--- src/rtl/msie_rf.sv ---
// General register file: two synchronous memory copies with valid bits.
module msie_rf
(
    input  logic        clk,
    input  logic        rst_n,
    input  logic        rd_en,
    input  logic [4:0]  ra_a,
    input  logic [4:0]  ra_b,
    input  logic [4:0]  ra_d,
    input  logic        we,
    input  logic [4:0]  wa,
    input  logic [31:0] wd,
    input  logic        clr,
    output logic [31:0] a,
    output logic [31:0] b,
    output logic [31:0] d
);

    logic [31:0] mem_ab [32];
    logic [31:0] mem_d  [32];
    logic [31:0] valid_reg;
    logic [31:0] valid_next;
    logic [31:0] a_reg;
    logic [31:0] b_reg;
    logic [31:0] d_reg;
    logic        wr_ok;

    assign wr_ok = we && (wa != 5'd0);

    // Read value with write-first forwarding; cleared or unwritten entries read zero.
    function automatic logic [31:0] pick(input logic [4:0] idx, input logic [31:0] raw);
        logic [31:0] v;
        if (wr_ok && (wa == idx))
        begin
            v = wd;
        end
        else if (clr || !valid_reg[idx])
        begin
            v = 32'd0;
        end
        else
        begin
            v = raw;
        end
        return v;
    endfunction

    // Valid bits: restart clears them, every write sets its own.
    always_comb
    begin
        valid_next = clr ? 32'd0 : valid_reg;
        if (wr_ok)
        begin
            valid_next[wa] = 1'b1;
        end
    end

    always_ff @(posedge clk or negedge rst_n)
    begin
        if (!rst_n)
        begin
            valid_reg <= 32'd0;
        end
        else
        begin
            valid_reg <= valid_next;
        end
    end

    // Storage writes and registered reads.
    always_ff @(posedge clk)
    begin
        if (wr_ok)
        begin
            mem_ab[wa] <= wd;
            mem_d[wa]  <= wd;
        end
        if (rd_en)
        begin
            a_reg <= pick(ra_a, mem_ab[ra_a]);
            b_reg <= pick(ra_b, mem_ab[ra_b]);
            d_reg <= pick(ra_d, mem_d[ra_d]);
        end
    end

    assign a = a_reg;
    assign b = b_reg;
    assign d = d_reg;

endmodule

--- config.mk ---
export PLATFORM = sky130hd
export DESIGN_NAME = msie_rf
export DESIGN_NICKNAME = d
export VERILOG_FILES = /design/src/rtl/msie_rf.sv
export SDC_FILE = /design/constraint.sdc
export NUM_CORES = 2
export LEC_CHECK = 0
export BUFFER_PORTS_ARGS = -buffer_cell sky130_fd_sc_hd__clkbuf_2
export CAP_MARGIN = 20
export CORE_MARGIN = 1
export CORE_UTILIZATION = 28
export CTS_CLUSTER_SIZE = 10
export DETAILED_ROUTE_END_ITERATION = 12
export PLACE_DENSITY = 0.44
export SLEW_MARGIN = 40
export SYNTH_ARGS = -nofsm -noshare
export SYNTH_HDL_FRONTEND = slang
export SYNTH_SLANG_ARGS = --single-unit
--- constraint.sdc ---
create_clock -name clk -period 4.63 [get_ports clk]
set_input_delay 0.2315 -clock clk [delete_from_list [all_inputs] [get_ports clk]]
set_output_delay 0.2315 -clock clk [all_outputs]
set_load 0.01 [all_outputs]
==> results by group <==
Status
  • Status: finished, final reports clean

Logic synthesis
  • Avg Inst Size Synth: 15.6 um^2
  • YS warnings: 0
  • Async set-reset flop share out of synthesis: 2.78%
  • Commonest cells in the netlist: 1120 x edfxtp_1, 688 x mux2i_1, 452 x mux4_2, 252 x o221ai_1, 241 x o22ai_1
  • Compound-Gate Fraction of Synth Area: 10.6%
  • Synth Instances: 3962
  • Area leader, netlist: edfxtp_1
  • Xor and xnor area share after synthesis: 0.212%
  • Post-synthesis simple-gate area fraction: 2.24%
  • Post-synthesis mux area share: 27.8%
  • Most used DFF post-synth: edfxtp_1
  • Sequential area share after synthesis: 55.7%
  • Synth Area in Adders: 0%
  • Count leader, synth: edfxtp_1
  • Area contributors post-synth: edfxtp_1 54%, mux4_2 16%, mux2i_1 11%
  • Post-synth EDFFs: 1120
  • Synth Register Bits: 1152
  • Synth top area share: 54.4%
  • Distinct cells, synth: 52
  • Cell Area, Synth: 61900 um^2
  • Largest family of logic cells by synthesized area: multiplexers

Clock network
  • Root buf cell: clkbuf_16
  • H-tree depth: 4
  • Clock sinks: 1152
  • Clk_lat worst skew: 810 ps
  • Clk buf depth: 3
  • Num CTS Buffers: 142
  • Post-cts resize count: 0
  • CTS clk-pin slew, worst paths: 60 ps
  • CTS tree: yes

Job
  • Max_cap viols: 0

Detailed routing
  • ANT nets after route: 0
  • Pre-antenna DRT Iters: 5
  • Initial DRC Count: 4772
  • Via count of the routed design: 42.6k
  • Final WL: 271000 um
  • DRC viols: 0
  • Vias per cell: 5.97
  • Routed WL per cell: 38.0 um

Floorplan
  • Initial Utilization: 28.2%
  • Die extent in y: 472 um
  • Die Wd: 472 um
  • Core area: 220000 um^2
  • I/O pin total: 153
  • Die area: 223000 um^2
  • Placement Rows: 172

STA
  • Final Hold Viols: 0
  • Setup Viol. Count Final: 0
  • Setup ws final: 1640 ps
  • Clock skew: 37.5 ps
  • Min Tclk post-route: 2990 ps
  • RSZ-0062 raised after global routing: false
  • Final TNS setup: 0 ps
  • Crit share post-route: 64.6%
  • Least-Margin Pin Slew: 907 ps
  • Final Slew Violations: 0
  • Max transition margin: 39.5%
  • Fmax: 334 MHz

Global route
  • Grt ovf: 0
  • Global-route wire length before repair: 366000 um
  • Largest net degree at the start of global routing: 86
  • Initial antenna violation count: 20
  • Vias in the first global route: 42.4k
  • Gr usage total: 23.9%

Worst hold path
  • Hold Path Class: in2reg
  • Worst Hold Launch: clr

Finish
  • Finished Cell Area: 71000 um^2
  • Max FFs per register: 992
  • Layout fillers: 21.3k
  • Storage cell area: 34400 um^2
  • Area growth from synthesis to layout: 14.8%
  • Reg with most FFs: mem_d
  • Total Nets Final: 4141
  • Layout cell share with drive strength beyond 1: 24.4%
  • Footprint of the multi-input gates: 25800 um^2

Worst setup path
  • CP arrival: 3510 ps
  • CP required: 5150 ps
  • RR Startpoint: valid_reg[6]$_DFF_PN0_
  • Crit path kind: reg2reg
  • Worst setup EP type: flop
  • CP startpoint: valid_reg[6]$_DFF_PN0_
  • Setup crit start kind: flop
  • Worst Path Max Fanout: 17

Power
  • P per Cell Area: 356 nW/um^2
  • VDD IR max: 0.336 mV
  • Leak Pwr: 23.6 nW

Place
  • Hpwl dp: 156000 um
  • Pre-CTS WS: 1240 ps
  • Routability cong.: 0.818
  • Cell Area, Placed: 66800 um^2
  • Buffers on Ports: 152
## layout by cell type, fill, tap and decap left out, types with 59 or more instances in the layout
cell type	netlist	routed
a32o_1	59	59
mux4_2	452	452
a31oi_1	80	80
o22ai_1	241	241
o221ai_1	252	252
a21oi_1	150	150
edfxtp_1	1120	1120
clkbuf_2	1	133
nor2_1	141	110
clkbuf_16	0	153
buf_4	88	123
o21ai_0	62	62
mux2i_1	688	688
## through the flow
stage | cells | hold WS (ps) | power [mW] | utilization (%)
after floorplan | 3993 | -64.1 | 13.6 | -
after global placement | 6884 | 393 | 14.9 | 30.3
after detailed placement | 6893 | 246 | 14.9 | 30.4
after CTS | 7117 | 79.7 | 25.4 | 32.3
after global routing | 7121 | 33.6 | 25.8 | 32.3
final | 7128 | 35.0 | 25.3 | 32.3
## path summary, 6_finish.rpt
check	endpoint	slack, ps	depth (start not counted)
max in group asynchronous	valid_reg[4]$_DFF_PN0_	3960	4
max reg2reg	d[22]$_DFFE_PP_	1640	6
max	d[22]$_DFFE_PP_	1640	6
min reg2reg	valid_reg[0]$_DFF_PN0_	570	1
min	valid_reg[0]$_DFF_PN0_	30	2
min in group asynchronous	valid_reg[11]$_DFF_PN0_	480	4
## where the power goes
group          internal [mW]  switching (mW)  total (mW)
clock network           6.00            4.50        10.5
logic                   1.06            1.93        2.99
registers               11.6           0.138        11.8
## area by class of cell
cell class                      instances  share of cell area (%)
Antenna cell                           10                  0.0352
Multi-Input combinational cell       2426                    36.3
Clock buffer                          196                    5.67
Clock inverter                         24                   0.194
Tap cell                             2958                    5.21
Inverter                               35                   0.188
Timing Repair Buffer                  327                    3.94
Sequential cell                      1152                    48.5
## critical path, cell delays in order, from the launching register on
cell and delay [ps]:
dfrtp_1 420, mux4_2 480, mux4_2 460, nand2b_1 100
a211o_2 720, buf_4 370, o21ai_0 130
## cell families (layout without fill, tap and decap cells)
family,after synthesis,count (layout)
AOI/OAI and AO/OA,937,937
xor gates and xnor gates,15,15
buffers and inverters,415,582
DFF,1152,1152
muxes,1147,1147
other,1,42
and+or+nand+nor,295,295
## metal layers
layer / track usage (%) / wire (um) / up-vias
li1: - / - / 17100
met1: 30.4 / 109000 / 22800
met2: 39.1 / 130000 / 2067
met3: 4.43 / 19200 / 549
met4: 10.9 / 12700 / 20
met5: 0.368 / 214 / -
## what timing repair did
action	4_1_cts	5_1_grt
hold buffers	4	0
endpoints found under the hold margin	61	0
buffers inserted	0	0
Note: power is estimated with default switching activity, not from simulation.
